**src/v3alu_pkg.sv**
```systemverilog
package v3alu_pkg;

    localparam logic [3:0] ACT_ADD       = 4'd0;
    localparam logic [3:0] ACT_SUB       = 4'd1;
    localparam logic [3:0] ACT_SCALE     = 4'd2;
    localparam logic [3:0] ACT_DOT       = 4'd3;
    localparam logic [3:0] ACT_CROSS     = 4'd4;
    localparam logic [3:0] ACT_NORM      = 4'd5;
    localparam logic [3:0] ACT_NORMALIZE = 4'd6;
    localparam logic [3:0] ACT_DIST      = 4'd7;
    localparam logic [3:0] ACT_EQUAL     = 4'd8;

    typedef struct packed {
        logic [3:0]         action;
        logic signed [31:0] ax;
        logic signed [31:0] ay;
        logic signed [31:0] az;
        logic signed [31:0] bx;
        logic signed [31:0] by;
        logic signed [31:0] bz;
        logic signed [31:0] scale;
    } item_t;

    typedef struct packed {
        logic signed [31:0] rx;
        logic signed [31:0] ry;
        logic signed [31:0] rz;
        logic signed [31:0] scalar_out;
        logic               equal_flag;
        logic               null_error;
    } result_t;

    typedef struct packed {
        logic [3:0] action;
        logic       equal_flag;
        logic       null_error;
    } ctl_t;

endpackage

```
**src/v3alu_div_step.sv**
```systemverilog
module v3alu_div_step #(
    parameter int W  = 32,
    parameter int Q  = 17,
    parameter int CW = 131
) (
    input  logic              clk,
    input  logic              rst_n,
    input  logic              adv,
    input  logic              in_valid,
    input  v3alu_pkg::ctl_t   in_ctl,
    input  logic [CW-1:0]     in_carry,
    input  logic [W-1:0]      in_n,
    input  logic [3*(W+1)-1:0] in_r,
    input  logic [3*Q-1:0]    in_q,
    output logic              out_valid,
    output v3alu_pkg::ctl_t   out_ctl,
    output logic [CW-1:0]     out_carry,
    output logic [W-1:0]      out_n,
    output logic [3*(W+1)-1:0] out_r,
    output logic [3*Q-1:0]    out_q
);

    logic [W:0]           r_in [3];
    logic [W:0]           r_dif [3];
    logic                 ge [3];
    logic [3*(W+1)-1:0]   r_next;
    logic [3*Q-1:0]       q_next;

    logic                 valid_reg;
    v3alu_pkg::ctl_t      ctl_reg;
    logic [CW-1:0]        carry_reg;
    logic [W-1:0]         n_reg;
    logic [3*(W+1)-1:0]   r_reg;
    logic [3*Q-1:0]       q_reg;

    always_comb
    begin
        for (int i = 0; i < 3; i++)
        begin
            r_in[i]  = in_r[i*(W+1) +: W+1];
            ge[i]    = (r_in[i] >= {1'b0, in_n});
            r_dif[i] = ge[i] ? (r_in[i] - {1'b0, in_n}) : r_in[i];
            r_next[i*(W+1) +: W+1] = {r_dif[i][W-1:0], 1'b0};
            q_next[i*Q +: Q] = {in_q[i*Q +: Q-1], ge[i]};
        end
    end

    always_ff @(posedge clk or negedge rst_n)
    begin
        if (!rst_n)
        begin
            valid_reg <= 1'b0;
        end
        else if (adv)
        begin
            valid_reg <= in_valid;
        end
    end

    always_ff @(posedge clk)
    begin
        if (adv)
        begin
            ctl_reg   <= in_ctl;
            carry_reg <= in_carry;
            n_reg     <= in_n;
            r_reg     <= r_next;
            q_reg     <= q_next;
        end
    end

    assign out_valid = valid_reg;
    assign out_ctl   = ctl_reg;
    assign out_carry = carry_reg;
    assign out_n     = n_reg;
    assign out_r     = r_reg;
    assign out_q     = q_reg;

endmodule

```
**config.mk**
```make
export PLATFORM = sky130hd
export DESIGN_NAME = v3alu_div_step
export DESIGN_NICKNAME = d
export VERILOG_FILES = /design/src/v3alu_pkg.sv /design/src/v3alu_div_step.sv
export SDC_FILE = /design/constraint.sdc
export NUM_CORES = 1
export LEC_CHECK = 0
export BUFFER_PORTS_ARGS = -buffer_cell sky130_fd_sc_hd__buf_2
export CORE_AREA = 8 8 242 244
export CTS_BUF_LIST = sky130_fd_sc_hd__clkbuf_4 sky130_fd_sc_hd__clkbuf_8
export DETAILED_ROUTE_END_ITERATION = 10
export DIE_AREA = 0 0 250 252
export GPL_TIMING_DRIVEN = 0
export SKIP_CTS_REPAIR_TIMING = 1
export SYNTH_ARGS = -nofsm -noshare
export SYNTH_HDL_FRONTEND = slang
export SYNTH_SLANG_ARGS = --single-unit
```
**constraint.sdc**
```tcl
create_clock -name clk -period 0.84 [get_ports clk]
set_input_delay 0.084 -clock clk [delete_from_list [all_inputs] [get_ports clk]]
set_output_delay 0.084 -clock clk [all_outputs]
set_load 0.03 [all_outputs]
```
==> After elaboration in Yosys (flattened, before gate mapping) <==
Cells that the tools add are included.
{ "totals": {"inputBits": 323, "regBits": 317, "out_inout_bits": 320} }
{ "classes": {"n_lt_le_gt_ge": 3, "addsub": 3, "n_mux": 3} }
{ "ops": {"columns": ["op", "count"], "rows": [
  ["$ge A33 B32 Y1", 3],
  ["$mux W32", 3],
  ["$sub A32 B32 Y32", 3]
]} }

==> Longest topological paths before layout <==
Gate-level depths: netlist of the first run.
{ "depth": {"word_depth": 2, "mapped_depth": 15} }

==> Least setup slack after synthesis of the first run <==
Ideal clock, no wire load.
{ "synth_timing": {"path_type": "in2reg", "start": "input port in_n[1]", "end": "register r_reg[43], in the netlist out_r[43] (data pin)", "path_slack_ps": -1977, "setup_time_ps": 260, "n_path_buf": 2, "arrival_time_ps": 2556, "stages": 14, "cell_sequence": "inv_1 > ha_1 > nor2b_4 > o21ai_2 > a21boi_2 > or3_4 > a311oi_2 > nor3_2 > o2111ai_4 > and2_4 > buf_12 > inv_8 > buf_12 > mux2_4"} }
{ "synth_lines": {"columns": ["item", "line", "rtl"], "rows": [
  ["start, declared", "v3alu_div_step.sv:12", "input logic [W-1:0] in_n,"],
  ["end signal, assigned", "v3alu_div_step.sv:67", "r_reg <= r_next;"],
  ["end, declared", "v3alu_div_step.sv:33", "logic [3*(W+1)-1:0] r_reg;"]
]} }

==> impl_metrics.yaml, run 1 <==
floorplan:
  num_io_pins: 643
  die_y_um: 252
  fp.dieW_um: 250
  start_util: 0.296
  dieArea_um2: 63000
  core_um2: 54700
  std_cell_rows: 86
power_and_ir_drop:
  pwr-share-comb: 0.350
  switchingPower_w: 0.0186
  leakage_nw: 12.6
  p_clk_frac: 0.290
  swShare: 0.329
  seq_power_share: 0.360
  ir_worst_vdd_uv: 1330
  internal-power_w: 0.0380
  power.density_nw_per_um2: 1900
route:
  wl_per_cell_um: 26.7
  via_per_inst: 5.01
  drt-initial-drc-count: 740
  drt-met1-wl_mm: 30.4
  drtPass1Iterations: 5
  route.vias.total: 15900
  drcViolationCount: 0
  ant_nets: 0
  finalWirelength_mm: 84.5
  wl_met3_mm: 6.10
  routed.top_layer: "met5"
  wl_met2_mm: 44.9
worst_setup_path:
  cp.arrival_ns: 2.96
  crit_top_cell: "buf_12"
  r2r_slack_ns: 0.05
  reg2regPathDepth: 1
  cp_data_required_time_ns: 1.23
  crit_buf_inv: 7
  path_class: "primary input to flip-flop"
  crit_path_cell_trace: "buf_12, inv_12, ha_4, nor2b_4, o21ai_2, a21boi_2, or3_4, a311oi_4, buf_6, nor3_4, o2111ai_4, and2_4, buf_12, inv_12, buf_12, buf_8, mux2_4"
  cp_top_family: "compound AO/OA/AOI/OAI gates"
  r2r_end: "out_valid"
  endpoint_kind: "flip-flop"
  r2r_start: "out_valid"
  cp_slowest_cell: "or3_4"
  cp_max_fo: 7
  cpPeakStageDelay_ns: 0.36
  crit_path_start_kind: "primary input"
synthesis:
  ys.flop_type: "edfxtp_1"
  synth_edf_count: 316
  synthesis.instances: 1284
  async_flop_share: 0.00315
  ys_ff_latch: 317
  yosysUniqueCellTypes: 78
  synth.avg_cell_area_um2: 12.6
  syn_area_um2: 16200
  yosysSeqAreaShare: 0.587
  yosys_warnings: 0
cts:
  cts_root_buf: "clkbuf_8"
  cts_tree: "yes"
  cts.reportedPaths.clkPinSlew_ns: 0.06
  insertion_delay_ns: 0.64
  cts_made_buffers: 57
  htreeDepth: 2
  cts_max_path_buffers: 3
  numClockSinks: 317
worst_hold_path:
  worstHoldStart: "in_n[0]"
  min_path_cells: 1
  holdPathEnd: "out_n[0]"
  hold_class: "primary input to flip-flop"
timing:
  worst_slew_pin_slew_ns: 0.651
  slew_violations: 0
  fin_worst_skew_ns: 0
  maxSlewHeadroom: 0.566
  final_hold_viol_count: 31
  setup_viol: 416
  finalCriticalPeriod_ns: 2.57
  min_period_over_period: 3.06
  rsz0062_at_grt: "true"
  setup_tns_ns: -286.42
  setup_slack_ns: -1.73
  hold_ws_ns: -0.320
  max_freq_mhz: 390
place:
  io_buffers: 636
  placed_cell_area_um2: 20900
  hpwl_mm: 63.5
  gp_congestion: 0.939
  placedCellCount: 2629
grt:
  overflow: 0
  grt_usage: 0.229
  grt_max_degree: 103
  grt_pass1_vias: 14200
  grt_pass1_wl_mm: 104
  antenna_found_initial: 40
final_layout:
  mostFrequentLayoutCell: "buf_6"
  finalNonFillerCells: 3164
  fill_cells: 4576
  drive_gt1_frac: 0.481
  finish.utilization: 0.546
  area_growth_pct: 84.2
  mostFrequentLayoutCells: "buf_6 (332), edfxtp_1 (316), dlygate4sd3_1 (309)"
  layout.nets: 2823
  finish.instance_area_um2: 29800
status:
  violations: "hold timing, setup timing"
  outcome: "complete, but fails checks"
job:
  drv_cap: 0
[power groups by stage]
stage               combinational, W  clock, W  sequential [W]
floorplan                    0.00526         0          0.0236
CTS                           0.0139    0.0170          0.0199
finish                        0.0198    0.0164          0.0204
global placement              0.0137         0          0.0204
global route                  0.0208    0.0175          0.0205
detailed placement            0.0139         0          0.0202
[Yosys cell counts, types with 23 or more instances]
library cell | count | area, um^2
a21oi_1 | 81 | 405
a21o_1 | 56 | 420
edfxtp_1 | 316 | 9490
nor2_1 | 50 | 188
nand2_1 | 91 | 342
clkbuf_1 | 37 | 139
inv_1 | 68 | 255
o21ai_0 | 91 | 455
mux2_2 | 23 | 259
xnor2_1 | 52 | 455
nand3_1 | 30 | 150
ha_1 | 96 | 1200
[flip-flops by register name, indices dropped and copies added, names as in the netlist]
register,cells
out_carry,131
out_r,96
out_q,51
out_n,32
out_ctl,6
out_valid,1
[through the flow]
stage | total power [W] | setup slack (ns)
2_1_floorplan | 0.0289 | -1.84
3_3_place_gp | 0.0341 | -5.40
3_5_place_dp | 0.0341 | -3.16
4_1_cts | 0.0508 | -2.45
5_1_grt | 0.0588 | -1.72
6_report | 0.0566 | -1.73
[worst max-delay path by stage]
stage                   from        end  slack (ns)  cells past startpoint
floorplan           in_r[34]  out_r[43]       -1.84                     13
global placement         adv  out_valid       -5.40                      2
detailed placement  in_n[11]  out_r[57]       -3.16                     12
CTS                 in_n[11]  out_r[57]       -2.45                     12
global route         in_n[1]  out_r[54]       -1.72                     17
finish               in_n[1]  out_r[54]       -1.73                     17
[cell type report]
cell class / count / area, um^2 / share of cell area
Sequential cell: 317 / 9520 / 0.319
Clock buffer: 65 / 845 / 0.0283
Antenna cell: 14 / 35.0 / 0.00117
Buffer: 37 / 420 / 0.0141
Timing Repair Buffer: 1067 / 9600 / 0.322
Tap cell: 704 / 881 / 0.0295
Inverter: 70 / 393 / 0.0132
Multi-Input combinational cell: 851 / 7740 / 0.259
Clock inverter: 39 / 397 / 0.0133
[routing by layer]
metal / up-vias / track usage
met1: 7933 / 0.232
li1: 7122 / -
met3: 162 / 0.0911
met5: - / 0
met2: 613 / 0.438
met4: 32 / 0.0504
[cell families after synthesis]
logic type | after synthesis | synth area share
mux | 50 | 0.0384
xor+xnor | 73 | 0.0395
other cells | 1 | 0.000232
buf+inv | 119 | 0.0325
flops | 317 | 0.587
compound gates | 340 | 0.136
simple gates | 285 | 0.0877
fa+ha+maj | 99 | 0.0779
Power figures use the tool's default switching activity.
==> run 2, diff against run 1 <==
CORE_AREA = 2 2 250 252   (was 8 8 242 244)
DIE_AREA = 0 0 252 254   (was 0 0 250 252)
PLACE_DENSITY_LB_ADDON = 0.05   (was unset)
==> run 2 against run 1 <==
Compared with the run above: global-route usage fell by 5.1 points; critical endpoint is now out_r[58]; worst hold slack lost 0.015 ns; via count fell by 6.8%; core utilization is 6.7 points lower; register-to-register slack improved by 0.03 ns; the run still ends with hold timing, setup timing left; clock power is 6% lower; critical path type unchanged; first-iteration DRC count shrank 1.6%; design area decreased by 1.7%; final cell count up 2.5%; sequential power is essentially flat.
==> impl_metrics.yaml, run 2 (synthesized netlist as in run 1, its figures left out) <==
floorplan:
  num_io_pins: 643
  std_cell_rows: 91
  fp.dieW_um: 252
  core_um2: 61300
  start_util: 0.264
  dieArea_um2: 64000
  die_y_um: 254
timing:
  fin_worst_skew_ns: 0
  min_period_over_period: 2.89
  worst_slew_pin_slew_ns: 0.550
  hold_ws_ns: -0.335
  maxSlewHeadroom: 0.629
  final_hold_viol_count: 5
  setup_viol: 473
  rsz0062_at_grt: "true"
  slew_violations: 0
  setup_slack_ns: -1.59
  finalCriticalPeriod_ns: 2.43
  max_freq_mhz: 412
worst_setup_path:
  cp_slowest_cell: "a311oi_4"
  r2r_slack_ns: 0.08
  r2r_start: "out_valid"
  cp_max_fo: 9
  crit_top_cell: "buf_12"
  cp.arrival_ns: 2.83
  reg2regPathDepth: 1
  endpoint_kind: "flip-flop"
  r2r_end: "out_valid"
  critPathCapture: "out_r[58]"
  cpPeakStageDelay_ns: 0.36
  path_class: "primary input to flip-flop"
  crit_path_cell_trace: "buf_2, clkinvlp_4, buf_12, ha_4, a21oi_2, o21ai_2, nand2b_4, a311oi_4, nor3_2, o2111ai_4, and2_4, buf_12, clkinv_8, buf_12, buf_8, mux2_4"
  cp_data_required_time_ns: 1.24
  crit_path_start_kind: "primary input"
  setup.worst_path.start: "in_n[18]"
cts:
  htreeDepth: 2
  insertion_delay_ns: 0.64
  cts_root_buf: "clkbuf_8"
  cts_tree: "yes"
  cts_max_path_buffers: 3
  cts.reportedPaths.clkPinSlew_ns: 0.06
  numClockSinks: 317
  cts_made_buffers: 60
route:
  drt-initial-drc-count: 728
  ant_nets: 0
  finalWirelength_mm: 66.9
  wl_per_cell_um: 20.6
  route.vias.total: 14800
  drcViolationCount: 0
  drtPass1Iterations: 5
  via_per_inst: 4.56
grt:
  grt_pass1_wl_mm: 84.6
  grt_max_degree: 110
  antenna_found_initial: 12
  grt_pass1_vias: 13200
  grt_usage: 0.178
  overflow: 0
status:
  violations: "hold timing, setup timing"
  outcome: "complete, but fails checks"
final_layout:
  largest_register_ffs: 131
  drive_gt1_frac: 0.467
  finalNonFillerCells: 3242
  layout.nets: 2826
  area_growth_pct: 81.1
  mostFrequentLayoutCell: "buf_2"
  finish.utilization: 0.479
  finish.instance_area_um2: 29300
  mostFrequentLayoutCells: "buf_2 (384), dlygate4sd3_1 (316), edfxtp_1 (316)"
place:
  placedCellCount: 2715
  gp_congestion: 0.818
  io_buffers: 636
  hpwl_mm: 48.4
  placed_cell_area_um2: 21000
  pre_cts_ws_ns: -2.83
job:
  drv_cap: 0
power_and_ir_drop:
  switchingPower_w: 0.0173
  seq_power_share: 0.374
  pwr-share-comb: 0.340
  swShare: 0.321
  internal-power_w: 0.0366
  total_power_w: 0.0539
  p_clk_frac: 0.286
  ir_worst_vdd_uv: 1260
  power.density_nw_per_um2: 1840
  leakage_nw: 12.3
worst_hold_path:
  hold_class: "primary input to flip-flop"
-- run 2: cell count changes in the layout (fill, tap and decap cells not counted), sizes merged --
cell,before,now
clkbuf,88,103
clkinv,28,17
inv,61,50
clkinvlp,12,21
buf,772,765
dlygate4sd3,309,316
diode,14,8
bufinv,8,3
o21ai,97,98
-- run 2: worst min path at each step --
stage                  from        end  slack, ns  cells past startpoint
finish              in_n[0]   out_n[0]      -0.34                      1
CTS                   rst_n  out_valid      -0.85                      1
floorplan             rst_n  out_valid      -0.21                      0
detailed placement    rst_n  out_valid      -0.14                      1
global placement      rst_n  out_valid      -0.14                      1
global route        in_n[1]   out_n[1]      -0.38                      1
-- run 2: area by class of cell --
type                       count  area, um^2
multi-input combinational    852        7680
clock buffer                  81         983
sequential                   317        9520
tap                          790         988
fill                        5742       31900
inverter                      70         410
clock inverter                21         196
antenna                        8        20.0
timing repair buffer        1070        9170
buffer                        33         360
-- run 2: metrics by stage --
step                      hold slack, ns   TNS, ns
final                             -0.335   -280.19
after floorplan                   -0.212   -154.65
after CTS                         -0.854   -385.92
after global routing              -0.380   -309.95
after detailed placement          -0.139   -473.01
after global placement            -0.142  -1886.23
-- run 2: routing by layer --
metal  GRT usage  wire length (um)  vias up
li1            -                 -     7107
met5           0                30        -
met3      0.0372              2940       78
met4      0.0438              1150        4
met2       0.310             34100      358
met1       0.225             28700     7238
-- run 2: power groups by stage --
| stage | clock [W] | sequential, W | combinational [W] |
|---|---|---|---|
| CTS | 0.0161 | 0.0199 | 0.0134 |
| global placement | 0 | 0.0203 | 0.0133 |
| floorplan | 0 | 0.0236 | 0.00526 |
| detailed placement | 0 | 0.0202 | 0.0133 |
| global route | 0.0166 | 0.0203 | 0.0194 |
| finish | 0.0154 | 0.0202 | 0.0183 |
-- run 2: critical path, delay by kind of cell --
kind            cells  cell delay (ns)
compound gates      4             0.87
buf+inv             7             0.82
simple gates        3             0.46
mux                 1             0.29
fa+ha+maj           1             0.28
