<file path="config.mk">
export PLATFORM = sky130hd
export DESIGN_NAME = v3alu_sqrt_step
export DESIGN_NICKNAME = d
export VERILOG_FILES = /design/src/v3alu_pkg.sv /design/src/v3alu_sqrt_step.sv
export SDC_FILE = /design/constraint.sdc
export NUM_CORES = 1
export LEC_CHECK = 0
export BUFFER_PORTS_ARGS = -buffer_cell sky130_fd_sc_hd__buf_2
export CAP_MARGIN = 20
export CELL_PAD_IN_SITES_DETAIL_PLACEMENT = 1
export CELL_PAD_IN_SITES_GLOBAL_PLACEMENT = 2
export CORE_AREA = 8 8 281 283
export CTS_CLUSTER_SIZE = 40
export DETAILED_ROUTE_END_ITERATION = 6
export DIE_AREA = 0 0 289 291
export PLACE_DENSITY_LB_ADDON = 0.1
export SYNTH_ARGS = -nofsm -noshare
export SYNTH_HDL_FRONTEND = slang
export SYNTH_SLANG_ARGS = --single-unit
</file>
<file path="constraint.sdc">
create_clock -name clk -period 1.05 [get_ports clk]
set_input_delay 0 -clock clk [delete_from_list [all_inputs] [get_ports clk]]
set_output_delay 0 -clock clk [all_outputs]
set_load 0.02 [all_outputs]
</file>
<file path="src/v3alu_pkg.sv">
package v3alu_pkg;

    localparam logic [3:0] ACT_ADD       = 4'd0;
    localparam logic [3:0] ACT_SUB       = 4'd1;
    localparam logic [3:0] ACT_SCALE     = 4'd2;
    localparam logic [3:0] ACT_DOT       = 4'd3;
    localparam logic [3:0] ACT_CROSS     = 4'd4;
    localparam logic [3:0] ACT_NORM      = 4'd5;
    localparam logic [3:0] ACT_NORMALIZE = 4'd6;
    localparam logic [3:0] ACT_DIST      = 4'd7;
    localparam logic [3:0] ACT_EQUAL     = 4'd8;

    typedef struct packed {
        logic [3:0]         action;
        logic signed [31:0] ax;
        logic signed [31:0] ay;
        logic signed [31:0] az;
        logic signed [31:0] bx;
        logic signed [31:0] by;
        logic signed [31:0] bz;
        logic signed [31:0] scale;
    } item_t;

    typedef struct packed {
        logic signed [31:0] rx;
        logic signed [31:0] ry;
        logic signed [31:0] rz;
        logic signed [31:0] scalar_out;
        logic               equal_flag;
        logic               null_error;
    } result_t;

    typedef struct packed {
        logic [3:0] action;
        logic       equal_flag;
        logic       null_error;
    } ctl_t;

endpackage

</file>
<file path="src/v3alu_sqrt_step.sv">
module v3alu_sqrt_step #(
    parameter int W  = 32,
    parameter int CW = 227
) (
    input  logic              clk,
    input  logic              rst_n,
    input  logic              adv,
    input  logic              in_valid,
    input  v3alu_pkg::ctl_t   in_ctl,
    input  logic [CW-1:0]     in_carry,
    input  logic [2*W-1:0]    in_s,
    input  logic [W:0]        in_rem,
    input  logic [W-1:0]      in_root,
    output logic              out_valid,
    output v3alu_pkg::ctl_t   out_ctl,
    output logic [CW-1:0]     out_carry,
    output logic [2*W-1:0]    out_s,
    output logic [W:0]        out_rem,
    output logic [W-1:0]      out_root
);

    logic [W+1:0] cand;
    logic [W+1:0] trial;
    logic         ge;
    logic [W:0]   rem_next;

    logic            valid_reg;
    v3alu_pkg::ctl_t ctl_reg;
    logic [CW-1:0]   carry_reg;
    logic [2*W-1:0]  s_reg;
    logic [W:0]      rem_reg;
    logic [W-1:0]    root_reg;

    assign cand     = {in_rem[W-1:0], in_s[2*W-1 -: 2]};
    assign trial    = {in_root, 2'b01};
    assign ge       = (cand >= trial);
    assign rem_next = ge ? (W+1)'(cand - trial) : (W+1)'(cand);

    always_ff @(posedge clk or negedge rst_n)
    begin
        if (!rst_n)
        begin
            valid_reg <= 1'b0;
        end
        else if (adv)
        begin
            valid_reg <= in_valid;
        end
    end

    always_ff @(posedge clk)
    begin
        if (adv)
        begin
            ctl_reg   <= in_ctl;
            carry_reg <= in_carry;
            s_reg     <= {in_s[2*W-3:0], 2'b00};
            rem_reg   <= rem_next;
            root_reg  <= {in_root[W-2:0], ge};
        end
    end

    assign out_valid = valid_reg;
    assign out_ctl   = ctl_reg;
    assign out_carry = carry_reg;
    assign out_s     = s_reg;
    assign out_rem   = rem_reg;
    assign out_root  = root_reg;

endmodule

</file>
Yosys cells after proc, flatten, opt, wreduce, memory -nomap -nowiden
Cells that the tools add are included.

Flip-flop bits (word level): 361. Input port bits: 366. Output and inout bits: 363. Word-level logic and storage cells: 11.

Add/subtract/negate cells: 1. $lt $le $gt $ge: 1. Multiplexer cells: 1.

Operators with widths (count): 34-bit >= comparator (1); 33-bit 2-to-1 mux (1); 33-bit subtractor (1).

Longest topological paths before layout
Gate-level depths: netlist (run 1).

Depth in word-level cells: 2. Depth in mapped cells: 13. Gate-level depth less buffers: 10.

Worst setup path after synthesis (run 1)
Ideal clock, no wire load.

Path type: input to register. Start point: input in_root[11]. End point: register rem_reg[10], in the netlist out_rem[10], data pin. Library setup time: 0.260 ns. Data arrival time: 2.382 ns. Data required time: 0.790 ns. Setup slack: -1.592 ns. Stages on the path: 13. Buffers on the path: 3. Path through: inv_1 > ha_1 > buf_6 > a21o_1 > o21bai_4 > a2111oi_4 > a31oi_1 > nor2_2 > o21ai_2 > a221o_1 > buf_6 > buf_12 > mux2_4.

Word-level cells in the longest chain between the ends: 2.

RTL lines: from (decl) (RTL line v3alu_sqrt_step.sv:13) `input logic [W-1:0] in_root,`; 34-bit >= comparator (RTL line v3alu_sqrt_step.sv:36) `assign ge = (cand >= trial);`; 33-bit 2-to-1 mux (RTL line v3alu_sqrt_step.sv:37) `assign rem_next = ge ? (W+1)'(cand - trial) : (W+1)'(cand);`; named net rem_next[10] (RTL line v3alu_sqrt_step.sv:25) `logic [W:0] rem_next;`; to (signal assigned) (RTL line v3alu_sqrt_step.sv:58) `rem_reg <= rem_next;`; to (decl) (RTL line v3alu_sqrt_step.sv:31) `logic [W:0] rem_reg;`.

The timed path passes the listed nets, and every way through them passes these cells. A chain may end at the register's enable or synchronous reset.

Final worst setup path (run 1)
Start point: input in_root[9]. End point: register rem_reg[16], in the netlist out_rem[16], data pin.

Word-level cells in the longest chain between the ends: 2. Elaborated cells between the ends (all ways): 3. Those cells by class: add/sub (1); order compare (1); mux (1).

RTL lines (RTL line): 33-bit subtractor / 34-bit >= comparator (equally long branches) (v3alu_sqrt_step.sv:37, v3alu_sqrt_step.sv:36); 33-bit 2-to-1 mux (*) (v3alu_sqrt_step.sv:37); named net rem_next[16] (v3alu_sqrt_step.sv:25).

Mark *: on every way through the listed nets, which the timed path passes. The rest lies on a longest branch.

==> results of run 1 <==
==> cell type report <==
type	instances	area, µm²	share of cell area, %
Timing Repair Buffer	1275	10960	40.32
Inverter	38	155.1	0.5706
Clock inverter	28	182.7	0.6718
Antenna cell	8	20.02	0.07362
Clock buffer	53	1199	4.408
Sequential cell	361	10840	39.85
Tap cell	978	1224	4.500
Multi-Input combinational cell	293	2611	9.603
==> how the worst max path moves through the flow <==
| stage | start | endpoint | slack [ns] | cells after the start |
|---|---|---|---|---|
| global placement | in_root[6] | out_rem[25] | -2.04 | 14 |
| floorplan | in_root[11] | out_rem[10] | -1.45 | 13 |
| finish | in_root[9] | out_rem[16] | -1.09 | 15 |
| detailed placement | in_root[2] | out_rem[32] | -2.00 | 14 |
| global route | in_root[11] | out_rem[28] | -1.13 | 13 |
| CTS | in_root[11] | out_rem[28] | -1.07 | 13 |
==> flip-flops by register name (all words and copies together) (netlist names) <==
register / cells
out_ctl: 6
out_s: 62
out_rem: 33
out_valid: 1
out_carry: 227
out_root: 32
==> cell usage after synthesis, drive strengths merged <==
cell,count
or3,1
and2,1
nor2,31
or2,2
nor4b,1
inv,38
a211o,2
dfrtp,1
a21o,14
clkdlybuf4s15,1
nand3b,1
xor2,9
ha,34
xnor2,19
a31oi,3
mux2,32
o21a,6
conb,1
nand2b,2
nand2,21
nor3,12
and4,1
nand3,8
or3b,1
nand4,8
o211a,1
a21oi,28
clkbuf,7
a2111o,1
edfxtp,360
o21bai,6
o211ai,5
nor4,1
o21ba,1
a211oi,6
nor2b,1
a221o,1
and3,2
o2111ai,1
mux2i,2
o21ai,23
a2111oi,1
a21bo,1
a221oi,1
buf,8
==> layer usage <==
metal | GRT usage (%) | share of wire, % | vias up
met2 | 31.97 | 55 | 372
met1 | 16.49 | 35 | 5718
li1 | - | - | 5353
met5 | 0 | 0.19 | -
met4 | 3.742 | 2.3 | 22
met3 | 5.123 | 7.4 | 98
==> what timing repair did <==
item / 4_1_cts / 5_1_grt
endpoints found under the hold margin: 452 / 0
resized for setup: 572 / 145
setup endpoints to repair: 395 / 395
pin swaps: 12 / 11
gates cloned: 3 / 0
hold buffers: 364 / 0
buffers inserted: 4 / 2
==> worst max-delay path: cells and delay by family <==
family	cells	cell delay (ns)
fa+ha+maj	1	0.22
simple gates	4	0.29
buf+inv	6	0.79
mux	1	0.29
compound gates	3	0.85
==> cell families (layout without fill, tap and decap cells) <==
logic type / after synthesis / count (layout) / share of synthesized area, %
other cells: 1 / 10 / 0.02790
simple gates: 94 / 94 / 3.333
mux: 34 / 34 / 3.584
flops: 361 / 361 / 80.63
xor+xnor: 28 / 28 / 1.825
compound gates: 101 / 101 / 5.158
fa+ha+maj: 34 / 34 / 3.165
buf+inv: 54 / 1394 / 2.281
==> power by group through the flow <==
stage / Clock (mW) / Sequential, mW / Combinational (mW)
floorplan: 0 / 19.5 / 1.54
global placement: 0 / 17.8 / 7.15
detailed placement: 0 / 17.9 / 7.16
CTS: 15.4 / 17.8 / 9.72
global route: 15.9 / 18.0 / 10.3
finish: 14.8 / 17.9 / 9.76
==> per-stage QoR <==
step | power (mW) | cell area [µm²]
floorplan | 21.04 | 13480
global placement | 25.00 | 19670
detailed placement | 25.03 | 19670
CTS | 42.98 | 26700
global route | 44.26 | 27190
finish | 42.41 | 27190
==> results_dict.tcl, run 1 <==
set metrics [dict create \
    status "finished, violations left" \
    violations "negative setup slack" \
    synth_top_area_cell "edfxtp_1" \
    hp-start "in_rem[2]" \
    maxCapViolations 0 \
    portBuffers 725 \
    fin_skew_ns 0 \
    slew_viol_final 0 \
    synthTopCellsByArea "edfxtp_1, ha_1, mux2_4" \
    root_buffer "clkbuf_16" \
    grt_pass1_wl_um 99920 \
    whs_endpoint "out_rem[4]" \
    grt_max_degree 51 \
    critical_path.endpoint_type "flip-flop" \
    p_sw_mw 11.60 \
    fin_nets 2415 \
    intPower_mw 30.81 \
    wl_per_cell_um 23.68 \
    vias_per_cell 3.811 \
    r2r_end "out_valid" \
    power_density_mw_per_mm2 1560 \
    final_cell_mix "buf_2, dlygate4sd3_1, edfxtp_1" \
    drt_wl_total_um 71850 \
    hold_viol_final 0 \
    yosys_warnings 0 \
    fmax_ghz 0.4682 \
    dp_hpwl_um 57920 \
    gp_congestion 0.8021 \
    synth_top_area_share_pct 80.44 \
    core_mm2 0.07481 \
    gr-total-overflow 0 \
    drive_gt1_share_pct 52.10 \
    clock_sinks 361 \
    fin_crit_ns 2.136 \
    setup_viol 395 \
    finalSetupTns_ns -52.83 \
    critPathRequiredTime_ns 1.36 \
    p_seq_share_pct 42.1 \
    switching_share_pct 27.35 \
    fin_cells 3034 \
    cts_max_path_buffers 3 \
    cp-start-kind "input port" \
    dpl.cell_count 2573 \
    ir_drop_mv 0.9198 \
    slowest_stage "a221o_2" \
    hold_class "input port to flip-flop" \
    h-tree-depth 2 \
    vias 11563 \
    die_area_mm2 0.08410 \
    synth_area_mm2 0.01344 \
    reg2reg_from "out_valid" \
    critPathMaxFanout 5 \
    synth_seq_area_share_pct 80.63 \
    rsz0062_at_grt "true" \
    r2r_cells 1 \
    critPathMaxStageDelay_ns 0.39 \
    synth_seq_cells 361 \
    die_w_um 289 \
    post-route-util_pct 36.35 \
    path_class "input port to flip-flop" \
    r2r_slack_ns 0.29 \
    fp.dieH_um 291 \
    syn_inst 707 \
    cts_buffers 46 \
    firstDrtPassIters 4 \
    grt_pass1_vias 13156 \
    hold_depth 4 \
    drt_iter0_markers 405 \
    clk_latency_ns 0.56 \
    synth.distinct_cells 56 \
    ios 729 \
    p_comb_share_pct 23.0 \
    drc_errors 0 \
    fin_crit_sh_pct 203.4 \
    start_util_pct 17.96 \
    cts.clk_slew.worst_paths_ns 0.06 \
    fillers 7924 \
    syn_area_per_cell_um2 19.01 \
    cts_tree "done" \
    final_common_cell "buf_2" \
    grtUsageTotal_pct 16.32 \
    std_cell_rows 101 \
    timing.hold.ws_ns 0.06965 \
    setup_ws_ns -1.086 \
    ant_nets 0 \
    syn_to_final_growth_pct 102.3 \
    cp_cell_sequence "buf_2 > inv_1 > ha_4 > buf_4 > nand3_2 > nor3_2 > buf_4 > nand3_2 > nor3_2 > a211o_2 > a21o_1 > a221o_2 > buf_6 > buf_16 > mux2_4" \
    p_leak_nw 11.53 \
    place_worst_setup_slack_ns -1.997 \
    clockPowerShare_pct 34.9 \
    arrival_ns 2.45 \
    antenna_found_initial 19 \
]
(Power assumes the default switching activity.)
==> inputs of run 2 (changes only) <==
Settings changed: CORE_AREA 8 8 281 283 to 8 8 274 276, DIE_AREA 0 0 289 291 to 0 0 282 284.
Clock period 1.05 ns to 2.2 ns, I/O delays scaled along.
==> results_dict.tcl, run 2 (synthesis gave the netlist of run 1 again) <==
set metrics [dict create \
    crit_family "compound AO/OA/AOI/OAI gates" \
    dpl.cell_count 2511 \
    final_cell_mix "buf_2, dlygate4sd3_1, edfxtp_1" \
    portBuffers 725 \
    core_mm2 0.07075 \
    p_leak_nw 10.63 \
    gr-total-overflow 0 \
    h-tree-depth 2 \
    wl_per_cell_um 23.59 \
    grt_max_degree 56 \
    critPathRequiredTime_ns 2.51 \
    setup_viol 0 \
    cts.clk_slew.worst_paths_ns 0.05 \
    syn_to_final_growth_pct 83.68 \
    grtUsageTotal_pct 16.67 \
    grt_pass1_vias 12720 \
    largest_register_ffs 227 \
    cts_tree "done" \
    final_cell_area_mm2 0.02468 \
    clk_latency_ns 0.56 \
    post-route-util_pct 34.89 \
    ios 729 \
    std_cell_rows 98 \
    power_density_mw_per_mm2 781.5 \
    fin_nets 2383 \
    final_common_cell "buf_2" \
    rsz0062_at_grt "true" \
    antenna_found_initial 16 \
    ir_drop_mv 0.5119 \
    totalPowerFinal_mw 19.29 \
    drc_errors 0 \
    firstDrtPassIters 4 \
    path_class "input port to flip-flop" \
    root_buffer "clkbuf_16" \
    clock_sinks 361 \
    drt_iter0_markers 429 \
    cp-start-kind "input port" \
    arrival_ns 2.48 \
    die_w_um 282 \
    grt_pass1_wl_um 97080 \
    fin_crit_ns 2.170 \
    cts_max_path_buffers 3 \
    place_worst_setup_slack_ns -0.6826 \
    hold_class "input port to flip-flop" \
    slowest_stage "a221o_2" \
    vias_per_cell 3.845 \
    ant_nets 0 \
    fmax_ghz 0.4609 \
    drt_wl_total_um 69990 \
    drive_gt1_share_pct 50.92 \
    critPathMaxStageDelay_ns 0.44 \
    dp_hpwl_um 56220 \
    placed_area_mm2 0.01931 \
    fin_crit_sh_pct 98.62 \
    cp_cell_sequence "buf_2 > inv_2 > ha_4 > a21o_2 > a21o_4 > a2111oi_4 > a31oi_4 > nor2_4 > o21ai_2 > a221o_2 > buf_6 > clkbuf_16 > mux2_4" \
    fin_skew_ns 0 \
    start_util_pct 19.00 \
    critical_path.endpoint_type "flip-flop" \
    critPathMaxFanout 8 \
    fp.dieH_um 284 \
    cts_buffers 46 \
    status "finished clean" \
    gp_congestion 0.8165 \
    fin_cells 2967 \
    timing.hold.ws_ns 0.07381 \
    die_area_mm2 0.08009 \
    worst-path-buf-inv 4 \
    slew_viol_final 0 \
    setup_ws_ns 0.03025 \
    vias 11407 \
    finalSetupTns_ns 0 \
    maxCapViolations 0 \
    hold_viol_final 0 \
]
[run 2: layout make-up]
type / instances / area (µm²)
Sequential cell: 361 / 10840
Timing Repair Buffer: 1243 / 8591
Multi-Input combinational cell: 293 / 2556
Clock inverter: 16 / 121.4
Inverter: 38 / 155.1
Fill cell: 7697 / 46070
Antenna cell: 8 / 20.02
Tap cell: 950 / 1189
Clock buffer: 58 / 1217
[run 2: what timing repair did]
action                                  4_1_cts  5_1_grt
endpoints found under the hold margin       388        0
pin swaps                                     0        9
gates resized for setup                       5       51
endpoints found under the setup margin       31       31
gates cloned                                  0        1
setup buffers                                 0        9
hold buffers                                365        0
[run 2: power breakdown]
part	switching, mW	internal [mW]
Clock	2.95	4.00
Combinational	2.19	1.77
Sequential	0.140	8.24
Total	5.29	14.0
[run 2: metal layers]
| metal | wire (µm) | vias up | track usage (%) |
|---|---|---|---|
| li1 | - | 5288 | - |
| met1 | 24990 | 5657 | 17.43 |
| met2 | 38310 | 367 | 32.31 |
| met3 | 5234 | 83 | 4.924 |
| met4 | 1391 | 12 | 3.491 |
| met5 | 66 | - | 0 |
[run 2: path summary, 6_finish.rpt]
path / from / endpoint / slack (ns) / depth (start not counted)
worst max-delay path: in_root[17] / out_rem[18] / 0.03 / 13
worst min-delay path: in_rem[26] / out_rem[28] / 0.07 / 4
worst max register to register: out_valid / out_valid / 0.88 / 2
worst min register to register: out_valid / out_valid / 1.09 / 2
max in group asynchronous: rst_n / out_valid / 1.81 / 3
min in group asynchronous: rst_n / out_valid / 0.29 / 3
[run 2: tightest hold or removal path, delay by kind of cell]
| kind | cells | cell delay [ns] |
|---|---|---|
| buffers and inverters | 1 | 0.11 |
| adder cells (fa/ha/maj) | 1 | 0.16 |
| XOR/XNOR | 1 | 0.12 |
| multiplexers | 1 | 0.13 |
